===== src/rtl/core/btc_pkg.sv =====
// ----------------------------------------------------------------------------
// btc_pkg
// Shared types and constants for the block transposition cipher core.
// ----------------------------------------------------------------------------
package btc_pkg;

	localparam int DATA_W  = 8;   // message byte
	localparam int SIZE_W  = 5;   // block_size register
	localparam int PERM_W  = 4;   // one permutation entry
	localparam int TABLE_W = 64;  // packed permutation table
	localparam int APB_AW  = 5;
	localparam int APB_DW  = 64;

	localparam logic [DATA_W-1:0] PAD_BYTE     = 8'h20;
	localparam logic [DATA_W-1:0] PERCENT_BYTE = 8'h25;

	// register map, byte address = 8 * index
	localparam logic [1:0] REG_MODE = 2'd0;
	localparam logic [1:0] REG_SIZE = 2'd1;
	localparam logic [1:0] REG_PERM = 2'd2;

	localparam logic [SIZE_W-1:0]  SIZE_RESET = 5'd16;
	localparam logic [TABLE_W-1:0] PERM_RESET = 64'hFEDC_BA98_7654_3210;

	typedef enum logic {
		MODE_ENC = 1'b0,
		MODE_DEC = 1'b1
	} mode_t;

	typedef struct packed {
		mode_t               mode;
		logic [SIZE_W-1:0]   block_size;
		logic [TABLE_W-1:0]  perm_table;
	} cfg_t;

	// result of one lookup in the shared permutation unit
	typedef struct packed {
		logic [PERM_W-1:0] p;
		logic              in_range;
	} perm_res_t;

	// engine status seen by the top level
	typedef struct packed {
		logic [SIZE_W-1:0] fill;
		logic              busy;
	} eng_status_t;

endpackage


===== src/rtl/core/btc_if.sv =====
// ----------------------------------------------------------------------------
// btc_if
// Valid/ready channel interfaces for message bytes in and cipher bytes out.
// ----------------------------------------------------------------------------
interface btc_in_if;
	logic                         valid;
	logic                         ready;
	logic [btc_pkg::DATA_W-1:0]   in_byte;
	logic                         message_end;

	modport source (output valid, output in_byte, output message_end, input ready);
	modport sink   (input valid, input in_byte, input message_end, output ready);
endinterface

interface btc_out_if;
	logic                         valid;
	logic                         ready;
	logic [btc_pkg::DATA_W-1:0]   out_byte;
	logic                         block_last;
	logic                         message_last;

	modport source (output valid, output out_byte, output block_last,
		output message_last, input ready);
	modport sink   (input valid, input out_byte, input block_last,
		input message_last, output ready);
endinterface


===== src/rtl/core/btc_cfg_regs.sv =====
// ----------------------------------------------------------------------------
// btc_cfg_regs
// APB register file: cipher mode, block size and permutation table.
// ----------------------------------------------------------------------------
module btc_cfg_regs (
	input  logic                          clk,
	input  logic                          arst_n,
	input  logic                          psel,
	input  logic                          penable,
	input  logic                          pwrite,
	input  logic [btc_pkg::APB_AW-1:0]    paddr,
	input  logic [btc_pkg::APB_DW-1:0]    pwdata,
	output logic [btc_pkg::APB_DW-1:0]    prdata,
	output logic                          pready,
	output btc_pkg::cfg_t                 cfg
);

	btc_pkg::cfg_t cfg_q;
	logic          wr_en;
	logic [1:0]    reg_idx;

	assign pready  = 1'b1;
	assign wr_en   = psel && penable && pwrite;
	assign reg_idx = paddr[4:3];
	assign cfg     = cfg_q;

	// register writes
	always_ff @(posedge clk or negedge arst_n) begin
		if (!arst_n) begin
			cfg_q.mode       <= btc_pkg::MODE_ENC;
			cfg_q.block_size <= btc_pkg::SIZE_RESET;
			cfg_q.perm_table <= btc_pkg::PERM_RESET;
		end else if (wr_en) begin
			unique case (reg_idx)
				btc_pkg::REG_MODE: cfg_q.mode       <= btc_pkg::mode_t'(pwdata[0]);
				btc_pkg::REG_SIZE: cfg_q.block_size <= pwdata[btc_pkg::SIZE_W-1:0];
				btc_pkg::REG_PERM: cfg_q.perm_table <= pwdata[btc_pkg::TABLE_W-1:0];
				default: ;
			endcase
		end
	end

	// read mux
	always_comb begin
		prdata = '0;
		unique case (reg_idx)
			btc_pkg::REG_MODE: prdata = btc_pkg::APB_DW'(cfg_q.mode);
			btc_pkg::REG_SIZE: prdata = btc_pkg::APB_DW'(cfg_q.block_size);
			btc_pkg::REG_PERM: prdata = btc_pkg::APB_DW'(cfg_q.perm_table);
			default:           prdata = '0;
		endcase
	end

endmodule


===== src/rtl/core/btc_perm_unit.sv =====
// ----------------------------------------------------------------------------
// btc_perm_unit
// Shared lookup-and-compare unit: picks one permutation entry and checks it
// against the effective block size.
// ----------------------------------------------------------------------------
module btc_perm_unit (
	input  logic [btc_pkg::PERM_W-1:0]   idx,
	input  logic [btc_pkg::TABLE_W-1:0]  perm_table,
	input  logic [btc_pkg::SIZE_W-1:0]   blk_n,
	output btc_pkg::perm_res_t           res
);

	logic [5:0] bit_pos;

	assign bit_pos      = {idx, 2'b00};
	assign res.p        = perm_table[bit_pos +: btc_pkg::PERM_W];
	assign res.in_range = btc_pkg::SIZE_W'(res.p) < blk_n;

endmodule


===== src/rtl/core/btc_engine.sv =====
// ----------------------------------------------------------------------------
// btc_engine
// Block buffer and sequencer: collects bytes, builds the inverse map for
// decrypt, then walks the block through the shared permutation unit.
// ----------------------------------------------------------------------------
module btc_engine #(
	parameter int MAX_BLOCK = 16
) (
	input  logic                          clk,
	input  logic                          arst_n,
	input  btc_pkg::cfg_t                 cfg,
	btc_in_if.sink                        msg_in,
	btc_out_if.source                     blk_out,
	output logic [btc_pkg::PERM_W-1:0]    unit_idx,
	input  btc_pkg::perm_res_t            unit_res,
	output logic [btc_pkg::SIZE_W-1:0]    blk_n,
	output btc_pkg::eng_status_t          status
);

	localparam int IDX_W = $clog2(MAX_BLOCK);
	localparam int CNT_W = $clog2(MAX_BLOCK + 1);
	localparam logic [CNT_W-1:0] MAX_CNT = CNT_W'(MAX_BLOCK);

	typedef enum logic [2:0] {
		ST_FILL = 3'b001,
		ST_SCAT = 3'b010,
		ST_EMIT = 3'b100
	} state_t;

	state_t                    state_q;
	logic [CNT_W-1:0]          fill_q;
	logic [IDX_W-1:0]          idx_q;
	logic                      end_q;
	logic [MAX_BLOCK-1:0]      set_q;
	logic [IDX_W-1:0]          inv_q   [MAX_BLOCK];
	logic [btc_pkg::DATA_W-1:0] store_q [MAX_BLOCK];

	logic                      ov_q;
	logic [btc_pkg::DATA_W-1:0] obyte_q;
	logic                      oblk_q;
	logic                      omsg_q;

	logic [btc_pkg::SIZE_W-1:0] n_m1;
	logic                      accept;
	logic                      room;
	logic [CNT_W-1:0]          fill_inc;
	logic                      flush;
	logic [btc_pkg::DATA_W-1:0] wr_byte;
	logic                      idx_last;
	logic [IDX_W-1:0]          p_addr;
	logic                      src_ok;
	logic [IDX_W-1:0]          src_addr;
	logic [btc_pkg::DATA_W-1:0] emit_byte;
	logic                      load;

	// effective block size: zero acts as one, saturate at MAX_BLOCK
	always_comb begin
		if (cfg.block_size == '0) begin
			blk_n = btc_pkg::SIZE_W'(1);
		end else if (cfg.block_size > btc_pkg::SIZE_W'(MAX_BLOCK)) begin
			blk_n = btc_pkg::SIZE_W'(MAX_BLOCK);
		end else begin
			blk_n = cfg.block_size;
		end
	end
	assign n_m1 = blk_n - btc_pkg::SIZE_W'(1);

	// input side
	assign msg_in.ready = (state_q == ST_FILL);
	assign accept       = msg_in.valid && msg_in.ready;
	assign room         = fill_q < MAX_CNT;
	assign fill_inc     = room ? fill_q + CNT_W'(1) : fill_q;
	assign flush        = (btc_pkg::SIZE_W'(fill_inc) >= blk_n) || msg_in.message_end;
	assign wr_byte      = (cfg.mode == btc_pkg::MODE_ENC &&
		msg_in.in_byte == btc_pkg::PERCENT_BYTE) ? btc_pkg::PAD_BYTE : msg_in.in_byte;

	// shared unit is driven by the one position counter
	assign unit_idx = btc_pkg::PERM_W'(idx_q);
	assign idx_last = btc_pkg::SIZE_W'(idx_q) == n_m1;
	assign p_addr   = unit_res.p[IDX_W-1:0];

	// source position for the current output slot; padding past the fill
	always_comb begin
		if (cfg.mode == btc_pkg::MODE_ENC) begin
			src_ok   = unit_res.in_range;
			src_addr = p_addr;
		end else begin
			src_ok   = set_q[idx_q];
			src_addr = inv_q[idx_q];
		end
		emit_byte = (src_ok && (CNT_W'(src_addr) < fill_q)) ? store_q[src_addr]
			: btc_pkg::PAD_BYTE;
	end

	assign load = (state_q == ST_EMIT) && (!ov_q || blk_out.ready);

	// sequencer and control state
	always_ff @(posedge clk or negedge arst_n) begin
		if (!arst_n) begin
			state_q <= ST_FILL;
			fill_q  <= '0;
			idx_q   <= '0;
			end_q   <= 1'b0;
			set_q   <= '0;
			ov_q    <= 1'b0;
		end else begin
			if (load) begin
				ov_q <= 1'b1;
			end else if (blk_out.ready) begin
				ov_q <= 1'b0;
			end
			unique case (state_q)
				ST_FILL: begin
					if (accept) begin
						fill_q <= fill_inc;
						if (flush) begin
							end_q   <= msg_in.message_end;
							set_q   <= '0;
							idx_q   <= '0;
							state_q <= (cfg.mode == btc_pkg::MODE_ENC) ? ST_EMIT : ST_SCAT;
						end
					end
				end
				ST_SCAT: begin
					if (unit_res.in_range && !set_q[p_addr]) begin
						set_q[p_addr] <= 1'b1;
					end
					if (idx_last) begin
						idx_q   <= '0;
						state_q <= ST_EMIT;
					end else begin
						idx_q <= idx_q + IDX_W'(1);
					end
				end
				ST_EMIT: begin
					if (load) begin
						if (idx_last) begin
							idx_q   <= '0;
							fill_q  <= '0;
							state_q <= ST_FILL;
						end else begin
							idx_q <= idx_q + IDX_W'(1);
						end
					end
				end
				default: state_q <= ST_FILL;
			endcase
		end
	end

	// block buffer and inverse map
	always_ff @(posedge clk) begin
		if (accept && room) begin
			store_q[fill_q[IDX_W-1:0]] <= wr_byte;
		end
		if (state_q == ST_SCAT && unit_res.in_range && !set_q[p_addr]) begin
			inv_q[p_addr] <= idx_q;
		end
	end

	// output register
	always_ff @(posedge clk) begin
		if (load) begin
			obyte_q <= emit_byte;
			oblk_q  <= idx_last;
			omsg_q  <= idx_last && end_q;
		end
	end

	assign blk_out.valid        = ov_q;
	assign blk_out.out_byte     = obyte_q;
	assign blk_out.block_last   = oblk_q;
	assign blk_out.message_last = omsg_q;

	assign status.fill = btc_pkg::SIZE_W'(fill_q);
	assign status.busy = (state_q != ST_FILL);

endmodule


===== src/rtl/core/block_transposition_cipher_core.sv =====
// ----------------------------------------------------------------------------
// block_transposition_cipher_core
// Collects message bytes into blocks and emits each block permuted
// (encrypt) or inverse-permuted (decrypt), one byte per transaction.
// ----------------------------------------------------------------------------
// Channel   Dir  Handshake          Payload
// msg_in    in   valid/ready        in_byte[7:0], message_end
// blk_out   out  valid/ready        out_byte[7:0], block_last, message_last
// apb       in   psel/penable/pready pwrite, paddr[4:0], pwdata[63:0] / prdata
//
// A byte that does not close a block is taken while the core fills a block.
// A block of N bytes is then emitted (encrypt), or first walked to build the
// inverse map and then emitted (decrypt), one pass of the shared lookup unit each.
// Input is held off while a block is being mapped or emitted; output stalls
// hold the emit walk. Reset clears the fill count and sequencer; no sweep.
// ----------------------------------------------------------------------------
module block_transposition_cipher_core #(
	parameter int MAX_BLOCK = 16
) (
	input  logic                          clk,
	input  logic                          arst_n,
	btc_in_if.sink                        msg_in,
	btc_out_if.source                     blk_out,
	input  logic                          psel,
	input  logic                          penable,
	input  logic                          pwrite,
	input  logic [btc_pkg::APB_AW-1:0]    paddr,
	input  logic [btc_pkg::APB_DW-1:0]    pwdata,
	output logic [btc_pkg::APB_DW-1:0]    prdata,
	output logic                          pready
);

	btc_pkg::cfg_t               cfg;
	btc_pkg::perm_res_t          unit_res;
	btc_pkg::eng_status_t        status;
	logic [btc_pkg::PERM_W-1:0]  unit_idx;
	logic [btc_pkg::SIZE_W-1:0]  blk_n;

	// configuration registers
	btc_cfg_regs u_regs (
		.clk     (clk),
		.arst_n  (arst_n),
		.psel    (psel),
		.penable (penable),
		.pwrite  (pwrite),
		.paddr   (paddr),
		.pwdata  (pwdata),
		.prdata  (prdata),
		.pready  (pready),
		.cfg     (cfg)
	);

	// shared permutation lookup
	btc_perm_unit u_perm (
		.idx        (unit_idx),
		.perm_table (cfg.perm_table),
		.blk_n      (blk_n),
		.res        (unit_res)
	);

	// buffer and sequencer
	btc_engine #(
		.MAX_BLOCK (MAX_BLOCK)
	) u_eng (
		.clk      (clk),
		.arst_n   (arst_n),
		.cfg      (cfg),
		.msg_in   (msg_in),
		.blk_out  (blk_out),
		.unit_idx (unit_idx),
		.unit_res (unit_res),
		.blk_n    (blk_n),
		.status   (status)
	);

	// a message end always closes the block and holds off input
	a_end_flushes: assert property (@(posedge clk) disable iff (!arst_n)
		msg_in.valid && msg_in.ready && msg_in.message_end |=> !msg_in.ready)
		else $error("message end did not start a flush");

	// message_last only ever marks the end of a block
	a_msg_last_blk: assert property (@(posedge clk) disable iff (!arst_n)
		blk_out.valid && blk_out.message_last |-> blk_out.block_last)
		else $error("message_last without block_last");

	// fill count stays within the buffer
	a_fill_range: assert property (@(posedge clk) disable iff (!arst_n)
		status.fill <= btc_pkg::SIZE_W'(MAX_BLOCK))
		else $error("fill count beyond buffer depth");

	// input is only taken between blocks
	a_busy_no_in: assert property (@(posedge clk) disable iff (!arst_n)
		status.busy |-> !msg_in.ready)
		else $error("input ready while a block is in flight");

endmodule


===== src/flat_wrapper.sv =====
// flat-port wrapper written by rule: the top's interface ports become plain ports
module block_transposition_cipher_core_flat 
#(
	parameter int MAX_BLOCK = 16
)
  (clk, arst_n, psel, penable, pwrite, paddr, pwdata, prdata, pready, msg_in_valid, msg_in_in_byte, msg_in_message_end, msg_in_ready, blk_out_valid, blk_out_out_byte, blk_out_block_last, blk_out_message_last, blk_out_ready);
  btc_in_if msg_in_i ();
  btc_out_if blk_out_i ();
  input  logic clk;
  input  logic arst_n;
  input  logic psel;
  input  logic penable;
  input  logic pwrite;
  input  logic [btc_pkg::APB_AW-1:0] paddr;
  input  logic [btc_pkg::APB_DW-1:0] pwdata;
  output logic [btc_pkg::APB_DW-1:0] prdata;
  output logic pready;
  input wire logic [$bits(msg_in_i.valid)-1:0] msg_in_valid;
  input wire logic [$bits(msg_in_i.in_byte)-1:0] msg_in_in_byte;
  input wire logic [$bits(msg_in_i.message_end)-1:0] msg_in_message_end;
  output wire logic [$bits(msg_in_i.ready)-1:0] msg_in_ready;
  output wire logic [$bits(blk_out_i.valid)-1:0] blk_out_valid;
  output wire logic [$bits(blk_out_i.out_byte)-1:0] blk_out_out_byte;
  output wire logic [$bits(blk_out_i.block_last)-1:0] blk_out_block_last;
  output wire logic [$bits(blk_out_i.message_last)-1:0] blk_out_message_last;
  input wire logic [$bits(blk_out_i.ready)-1:0] blk_out_ready;
  assign msg_in_i.valid = msg_in_valid;
  assign msg_in_i.in_byte = msg_in_in_byte;
  assign msg_in_i.message_end = msg_in_message_end;
  assign msg_in_ready = msg_in_i.ready;
  assign blk_out_valid = blk_out_i.valid;
  assign blk_out_out_byte = blk_out_i.out_byte;
  assign blk_out_block_last = blk_out_i.block_last;
  assign blk_out_message_last = blk_out_i.message_last;
  assign blk_out_i.ready = blk_out_ready;
  block_transposition_cipher_core #(.MAX_BLOCK(MAX_BLOCK)) u_core (.clk(clk), .arst_n(arst_n), .msg_in(msg_in_i), .blk_out(blk_out_i), .psel(psel), .penable(penable), .pwrite(pwrite), .paddr(paddr), .pwdata(pwdata), .prdata(prdata), .pready(pready));
endmodule

===== config.mk =====
export PLATFORM = sky130hd
export DESIGN_NAME = block_transposition_cipher_core_flat
export DESIGN_NICKNAME = d
export VERILOG_FILES = /design/src/rtl/core/btc_pkg.sv /design/src/rtl/core/btc_if.sv /design/src/rtl/core/btc_cfg_regs.sv /design/src/rtl/core/btc_perm_unit.sv /design/src/rtl/core/btc_engine.sv /design/src/rtl/core/block_transposition_cipher_core.sv /design/src/flat_wrapper.sv
export SDC_FILE = /design/constraint.sdc
export NUM_CORES = 1
export LEC_CHECK = 0
export ABC_AREA = 0
export ABC_CLOCK_PERIOD_IN_PS = 5900
export BUFFER_PORTS_ARGS = -buffer_cell sky130_fd_sc_hd__buf_2
export CAP_MARGIN = 20
export CORE_UTILIZATION = 59
export DETAILED_ROUTE_END_ITERATION = 6
export PLACE_DENSITY = 0.86
export SYNTH_ARGS = -nofsm -noshare
export SYNTH_HDL_FRONTEND = slang
export SYNTH_HIERARCHICAL = 1
export SYNTH_SLANG_ARGS = --single-unit

===== constraint.sdc =====
create_clock -name clk -period 5.9 [get_ports clk]
set_input_delay 0.295 -clock clk [delete_from_list [all_inputs] [get_ports clk]]
set_output_delay 0.295 -clock clk [all_outputs]
set_load 0.005 [all_outputs]

=== After elaboration in Yosys (flattened, before gate mapping) ===
Memories as Yosys holds them, arrays and structs flattened. A register that Yosys moved wholly into a read port is not among the register bits.
Index checks and enable logic that the tools add are counted.
Widths: inputs -> output; s select.

* Flip-flop bits (word level): 102
* Memories: 2
* Output and inout bits: 77
* Word-level logic and storage cells: 110
* Bits in writable memories: 192

{| class="wikitable"
|+ Memories
! memory !! depth !! bits a word !! rd ports !! clocked after Yosys merged registers in !! wr ports !! line !! RTL
|-
| u_core.u_eng.store_q || 16 || 8 || 1 || 1 || 1 || btc_engine.sv:36 || <nowiki>logic [btc_pkg::DATA_W-1:0] store_q [MAX_BLOCK];</nowiki>
|-
| u_core.u_eng.inv_q || 16 || 4 || 1 || 0 || 1 || btc_engine.sv:35 || <nowiki>logic [IDX_W-1:0] inv_q [MAX_BLOCK];</nowiki>
|}

* Shift operators: 1
* Reduce and logical (&&, ||, !) cells: 31
* Order comparisons: 8
* $add $sub $neg: 3
* Equality and inequality tests: 13
* Bitwise gates (word level): 2
* Multiplexer cells: 39

{| class="wikitable"
|+ Operator list
! operator !! number
|-
| $pmux 64 s3 || 1
|-
| $shiftx 64x7->4 || 1
|-
| $mux 16 || 3
|-
| $pmux 16 s2 || 1
|-
| $mux 5 || 6
|-
| $mux 4 || 5
|-
| $mux 3 || 6
|-
| $or 16x16->16 || 1
|-
| $logic_and 1x1->1 || 12
|-
| $pmux 4 s3 || 1
|-
| $reduce_and 4->1 || 3
|-
| $lt 4x5->1 || 2
|-
| $lt 4x5->1 const B || 2
|-
| $mux 1 || 10
|-
| $pmux 5 s2 || 1
|-
| $pmux 3 s3 || 1
|-
| $bmux 1 s4 || 2
|-
| $eq 8x6->1 const B || 1
|-
| $mux 8 || 1
|-
| $ne 2x2->1 const B || 4
|-
| $reduce_and 2->1 || 3
|-
| $reduce_bool 2->1 || 3
|-
| $add 5x1->5 const B || 1
|-
| $eq 4x5->1 || 1
|-
| other kinds (21) || 25
|}

=== Depth between registers and ports, before layout ===
Gate-level depths: netlist of the first run.

* Depth in word-level cells: 8
* Depth in mapped cells: 20
* Gate-level depth less buffers: 15

=== Hierarchy ===
The synthesis of the first run kept the hierarchy.

{| class="wikitable"
|+ Modules (own cells, without submodules)
! module !! times used !! cells an instance !! area an instance (sq um)
|-
| btc_engine || 1 || 695 || 10248.6
|-
| btc_cfg_regs || 1 || 228 || 3160.5
|-
| btc_perm_unit || 1 || 42 || 621.8
|}

=== Least setup slack after synthesis of the first run ===
OpenSTA, ideal clock, no wires.

* Path kind: register to register
* From: register u_core.u_eng.idx_q[1], in the netlist u_core/u_eng/unit_idx[1]
* To: register u_core.u_eng.obyte_q, in the netlist u_core/u_eng/blk_out.out_byte[0] (read register of u_core.u_eng.store_q) (data pin)
* Required time: 5768 ps
* Setup slack: 923 ps
* Setup time: 132 ps
* Stages on the path, launching flop included: 20
* Path buffers: 5
* Arrival time: 4845 ps
* Cell sequence: dfrtp_1 > clkbuf_1 > clkbuf_1 > mux4_2 > mux4_2 > clkbuf_1 > nor2b_1 > a31oi_1 > o21ai_2 > clkbuf_1 > ha_1 > nor2b_1 > o2111ai_1 > o221ai_1 > or3_1 > or3_1 > or2_0 > buf_2 > o22ai_1 > a221o_1

{| class="wikitable"
|+ RTL lines
! what !! line !! RTL
|-
| start, declared || btc_engine.sv:32 || <nowiki>logic [IDX_W-1:0] idx_q;</nowiki>
|-
| start signal, assigned || btc_engine.sv:132 || <nowiki>idx_q <= idx_q + IDX_W'(1);</nowiki>
|-
| start signal, assigned || btc_engine.sv:142 || <nowiki>idx_q <= idx_q + IDX_W'(1);</nowiki>
|-
| end, declared || btc_engine.sv:39 || <nowiki>logic [btc_pkg::DATA_W-1:0] obyte_q;</nowiki>
|}

==> flow_metrics.py, run 1 <==
metrics = {
    "setup_path": {
        "cpLargestDelayFamily": "simple AND/OR/NAND/NOR gates",
        "worstRegToRegCells": 14,
        "worstPathRequired_ps": 6310,
        "r2r_start": "u_core/u_eng/unit_idx[0]",
        "arrival_ps": 5710,
        "crit_type": "flop to flop",
        "end_kind": "flop",
        "rrSetupSlack_ps": 600,
        "cp_slowest_cell": "dfrtp_2",
        "r2r_end": "u_core/u_eng/blk_out.out_byte[6]",
        "crit_chain": "mux4_1, mux4_2, nor2b_1, a31oi_1, o21ai_2, ha_1, nor2b_1, o2111ai_1, o221ai_1, or3_1, or3_1, or2_0, o22ai_1, a221o_1",
        "slowest_delay_ps": 750,
        "worstSetupStartpointType": "flop",
        "cp_num_buf_inv": 0,
        "path_max_fanout": 20,
    },
    "global_routing": {
        "track_usage": 0.283,
        "grt_pass1_vias": 9410,
        "grt-busiest-layer": "met2",
        "grt_max_degree": 65,
        "grt_overflow": 0,
        "use_met2": 0.468,
        "grt_first_pass_wirelength_um": 52600,
        "grt_antenna_before_repair": 0,
        "grt_use_met1": 0.374,
        "grt.met3_usage": 0.0581,
    },
    "timing": {
        "relSlewSlack": 0.313,
        "hold_viol": 0,
        "rsz0062_at_grt": "false",
        "setup-tns-final_ps": 0,
        "setup_viol": 0,
        "drv_slew": 0,
        "clock_skew_ps": 13.5,
        "worst_slew_pin_slew_ps": 1020,
        "timing.hold.ws_ps": 14.0,
        "fin_ws_ps": 602,
        "fin_crit_ps": 5300,
        "fin_crit_sh": 0.898,
        "max_freq_mhz": 189,
    },
    "die": {
        "die_w_um": 156,
        "fp-row-count": 56,
        "io_pins": 162,
        "core_area_sq_mm": 0.0234,
        "die_h_um": 156,
        "die_area_sq_mm": 0.0244,
        "start_util": 0.599,
    },
    "hold_path": {
        "hold_end": "u_core/u_regs/cfg[60]",
        "hold_class": "input port to flop",
        "hold_path_depth": 2,
        "worstHoldStart": "pwdata[60]",
    },
    "clocking": {
        "hold_buffers": 56,
        "clock_path_buffers": 3,
        "post_cts_resized": 0,
        "clock-sinks": 302,
        "worstSkewPairLatency_ps": 550,
        "cts_tree": "built",
        "cts_max_level": 1,
        "cts_setup_buffers": 0,
        "cts-root-buf": "clkbuf_16",
        "cts_buffers": 28,
        "path_clk_slew_ps": 60,
    },
    "synth": {
        "netlist_area_sq_mm": 0.0140,
        "avgSynthCellArea_sq_um": 14.6,
        "synthCells": 964,
        "syn_nets": 1066,
        "yosys_warnings": 6,
    },
    "placed_design": {
        "pre_cts_ws_ps": 768,
        "gp_congestion": 0.845,
        "dp_hpwl_um": 20800,
        "numPlacedInstances": 1401,
        "port_buffers": 157,
    },
    "layout": {
        "final_nets": 1276,
        "drive_above_1_share": 0.273,
        "final_common_cell": "edfxtp_1",
        "syn_to_final_growth_pct": 18.7,
        "stdcell_count": 1515,
        "diodes": 0,
        "most-common-layout-cells": "edfxtp_1 (202), buf_2 (156), mux2_1 (70)",
    },
    "drt": {
        "vias_per_cell": 6.13,
        "drtIter0Drc": 942,
        "drtAntennaViolNets": 0,
        "drc_errors": 3,
        "wirelength_um": 34200,
        "vias": 9280,
        "wl_per_cell_um": 22.6,
        "drt-pass1-iter-count": 7,
    },
    "power_and_ir_drop": {
        "pwr_density_cell_mw_per_mm2": 394,
        "peakVddDrop_v": 0.000289,
        "cellLeakagePower_uw": 0.00672,
    },
    "run_status": {
        "violations": "design-rule violations",
        "outcome": "complete, but fails checks",
    },
    "job": {
        "max_cap_violations": 0,
    },
}
[area by class of cell]
class                           instances  area, sq um
Sequential cell                       302         8610
Fill cell                            1435         6750
Multi-Input combinational cell        580         5020
Timing Repair Buffer                  240         1600
Clock buffer                           34          733
Tap cell                              319          399
Clock inverter                         18          201
Inverter                               22         82.6
[state kept, by name, indices dropped and copies added (netlist names), 3 cells and up]
register,count
u_core/u_eng/set_q,16
u_core/u_eng/inv_q,64
u_core/u_eng/blk_out.out_byte,8
u_core/u_eng/fill_q,5
u_core/u_regs/cfg,70
u_core/u_eng/store_q,128
u_core/u_eng/state_q,3
u_core/u_eng/unit_idx,4
[worst max path at each step]
stage,to,from,depth (start not counted)
after detailed placement,u_core/u_eng/blk_out.out_byte[6],u_core/u_eng/unit_idx[0],14
after CTS,u_core/u_eng/blk_out.out_byte[6],u_core/u_eng/unit_idx[0],14
after global placement,u_core/u_eng/blk_out.out_byte[0],u_core/u_eng/unit_idx[0],14
after floorplan,u_core/u_eng/blk_out.out_byte[0],u_core/u_eng/unit_idx[1],19
after global routing,u_core/u_eng/blk_out.out_byte[7],u_core/u_eng/unit_idx[0],14
final,u_core/u_eng/blk_out.out_byte[6],u_core/u_eng/unit_idx[0],14
[metrics by stage]
stage	area (sq um)	utilization	power [uW]
2_1_floorplan	14000	-	4100
3_3_place_gp	15100	0.645	4560
3_5_place_dp	15100	0.645	4630
4_1_cts	16600	0.708	6500
5_1_grt	16600	0.711	6810
6_report	16600	0.711	6570
[metal layers]
layer / vias up / share of wire
met2: 540 / 0.49
li1: 4026 / -
met1: 4634 / 0.39
met4: 0 / 0.034
met5: - / 0
met3: 80 / 0.089
[report_power, final]
group / switching, uW / internal, uW / total (uW)
Clock: 781 / 1060 / 1840
Combinational: 1050 / 856 / 1900
Sequential: 248 / 2580 / 2830
No activity file was read; power rests on OpenSTA's default activity.
==> run 2, diff against run 1 <==
Settings changed: ABC_AREA 0 to 1.
==> run 2 against run 1 <==
Net effect: the flow now finishes without violations; synthesized cell count rose by 80%; clock skew about the same; non-clock buffer count up 3; routed wire length is 21% higher; power grew 7.5%; final area up 5.9%; final cell count up 50%; highest routed layer unchanged.
==> flow_metrics.py, run 2 <==
metrics = {
    "layout": {
        "final_common_cell": "nand2_1",
        "largest_reg_flops": 128,
        "stdcell_count": 2280,
        "final_nets": 2030,
        "nFillCells": 1652,
        "multi_input_area_sq_mm": 0.00517,
        "drive_above_1_share": 0.148,
        "diodes": 0,
        "most-common-layout-cells": "nand2_1 (600), edfxtp_1 (202), inv_1 (193)",
        "syn_to_final_growth_pct": 17.1,
        "seq_area_sq_mm": 0.00861,
    },
    "die": {
        "fp-row-count": 58,
        "io_pins": 162,
        "die_w_um": 162,
        "core_area_sq_mm": 0.0251,
        "start_util": 0.600,
        "die_area_sq_mm": 0.0262,
        "die_h_um": 162,
    },
    "power_and_ir_drop": {
        "cellLeakagePower_uw": 0.00805,
        "peakVddDrop_v": 0.000324,
        "p_total_uw": 7060,
        "pwr_density_cell_mw_per_mm2": 400,
    },
    "setup_path": {
        "rrSetupSlack_ps": 1410,
        "worstRegToRegCells": 13,
        "r2r_end": "u_core/u_eng/set_q[10]",
        "end_kind": "flop",
        "path_max_fanout": 28,
        "worstPathRequired_ps": 6290,
        "r2r_start": "u_core/u_eng/unit_idx[1]",
        "crit_type": "flop to flop",
        "worstSetupStartpointType": "flop",
        "arrival_ps": 4880,
    },
    "clocking": {
        "clock-sinks": 302,
        "cts_tree": "built",
        "cts_max_level": 1,
        "path_clk_slew_ps": 70,
        "cts-root-buf": "clkbuf_16",
        "clock_path_buffers": 3,
        "cts_buffers": 29,
        "cts_setup_buffers": 0,
        "worstSkewPairLatency_ps": 540,
    },
    "global_routing": {
        "grt-busiest-layer": "met2",
        "grt_use_met1": 0.411,
        "use_met2": 0.502,
        "grt_pass1_vias": 12800,
        "grt_antenna_before_repair": 0,
        "grt_first_pass_wirelength_um": 64400,
        "grt_overflow": 0,
        "track_usage": 0.312,
        "grt_max_degree": 82,
        "grt.met3_usage": 0.0552,
    },
    "timing": {
        "relSlewSlack": 0.258,
        "setup-tns-final_ps": 0,
        "worst_slew_pin_slew_ps": 1110,
        "drv_slew": 0,
        "max_freq_mhz": 223,
        "clock_skew_ps": 13.7,
        "fin_crit_ps": 4490,
        "fin_crit_sh": 0.761,
        "rsz0062_at_grt": "false",
        "hold_viol": 0,
        "setup_viol": 0,
    },
    "synth": {
        "yosys_warnings": 6,
        "synthMuxAreaShare": 0,
        "synth_common_cells": "nand2_1 (602), edfxtp_1 (202), inv_1 (193), nor2_1 (174), nand3_1 (153)",
        "yosysSeqAreaShare": 0.572,
        "ys_ff_latch": 302,
        "synth_top_family_by_area": "simple AND/OR/NAND/NOR gates",
        "synth_top_cell_area_share": 0.403,
        "synth_compound_area_frac": 0.0623,
        "synth_xor_area_frac": 0.00349,
        "netlist_area_sq_mm": 0.0151,
        "netlist.top_cell.by_area": "edfxtp_1",
        "avgSynthCellArea_sq_um": 8.66,
        "synthSimpleGateAreaFrac": 0.263,
        "syn_nets": 1842,
        "ys_async_sr_fraction": 0.331,
        "synth_edf_count": 202,
        "synthCells": 1740,
        "yosysMostFrequentCell": "nand2_1",
        "synthAdderAreaFrac": 0.0141,
        "yosysUniqueCellTypes": 43,
        "synthFlopType": "edfxtp_1",
        "synth.area.top_cells": "edfxtp_1 (40%), nand2_1 (15%), dfrtp_1 (11%), dfstp_2 (5.9%), nand3_1 (5.1%)",
    },
    "placed_design": {
        "gp_congestion": 0.898,
        "dp_hpwl_um": 24500,
        "numPlacedInstances": 2159,
        "port_buffers": 157,
    },
    "hold_path": {
        "hold_class": "input port to flop",
        "worstHoldStart": "pwdata[2]",
        "hold_end": "u_core/u_regs/cfg[66]",
        "hold_path_depth": 3,
    },
    "drt": {
        "drtAntennaViolNets": 0,
        "wl_per_cell_um": 18.1,
        "vias_per_cell": 5.78,
        "wirelength_um": 41400,
        "vias": 13200,
        "drt-pass1-iter-count": 7,
        "drc_errors": 0,
        "drtIter0Drc": 1605,
    },
    "job": {
        "max_cap_violations": 0,
    },
    "run_status": {
        "outcome": "finished, final reports clean",
    },
}
[run 2: layout make-up]
type | count | area share
flip-flops and latches | 302 | 0.488
multi-input cells | 1151 | 0.293
repair buffers | 243 | 0.0934
clock buffers | 37 | 0.0466
inverters | 201 | 0.0428
well taps | 330 | 0.0234
clock inverters | 16 | 0.0121
[run 2: power by group]
group	total, uW	leakage (uW)	switching, uW	internal [uW]
clock network	1980	0.000513	781	1200
registers	2690	0.00306	163	2530
logic	2390	0.00448	1670	722
[run 2: logic make-up (layout without fill, tap and decap cells)]
family,count (synthesis),in the layout
buffers and inverters,287,497
AND/OR/NAND/NOR,968,968
adder cells (fa/ha/maj),17,17
flip-flops,302,302
other,1,1
XOR/XNOR,6,6
AO/OA/AOI/OAI,159,159
[run 2: timing repair]
item / in CTS / in global routing
hold endpoints to repair: 86 / 0
resized for setup: 0 / 0
hold buffers: 64 / 0
[run 2: worst max-delay path by stage]
stage | startpoint | to | slack (ps) | cells after the start
after floorplan | u_core/u_eng/unit_idx[1] | u_core/u_eng/inv_q[14][0] | 2720 | 15
after global placement | u_core/u_eng/unit_idx[1] | u_core/u_eng/inv_q[15][3] | 1820 | 12
after detailed placement | u_core/u_eng/unit_idx[1] | u_core/u_eng/set_q[10] | 1780 | 13
after CTS | u_core/u_eng/unit_idx[1] | u_core/u_eng/set_q[10] | 1700 | 13
after global routing | u_core/u_eng/unit_idx[1] | u_core/u_eng/set_q[2] | 1160 | 14
final | u_core/u_eng/unit_idx[1] | u_core/u_eng/set_q[10] | 1410 | 13
[run 2: worst max-delay path, cell delays in order, from the launching register on]
cell,delay (ps)
dfrtp_1,720
buf_4,350
o21ai_0,230
o221ai_1,290
o211ai_1,170
nand2_1,220
ha_1,270
nand2_1,90
o21ai_0,120
a21oi_1,350
nand3_1,130
or2_1,530
a21oi_4,640
o21ai_0,210
[run 2: metal layers]
| layer | wire, um | up-vias |
|---|---|---|
| met5 | 0 | - |
| met1 | 15500 | 6033 |
| li1 | - | 5986 |
| met4 | 1800 | 0 |
| met2 | 19400 | 999 |
| met3 | 4650 | 167 |
[run 2: stage by stage]
stage / utilization / worst slack, ps / instance area [sq um] / hold slack [ps]
finish: 0.702 / 1410 / 17600 / 35.9
global route: 0.702 / 1160 / 17600 / 25.7
CTS: 0.700 / 1700 / 17600 / 13.2
detailed placement: 0.633 / 1780 / 15900 / 184
global placement: 0.632 / 1820 / 15900 / 178
floorplan: - / 2720 / 15100 / -0.591
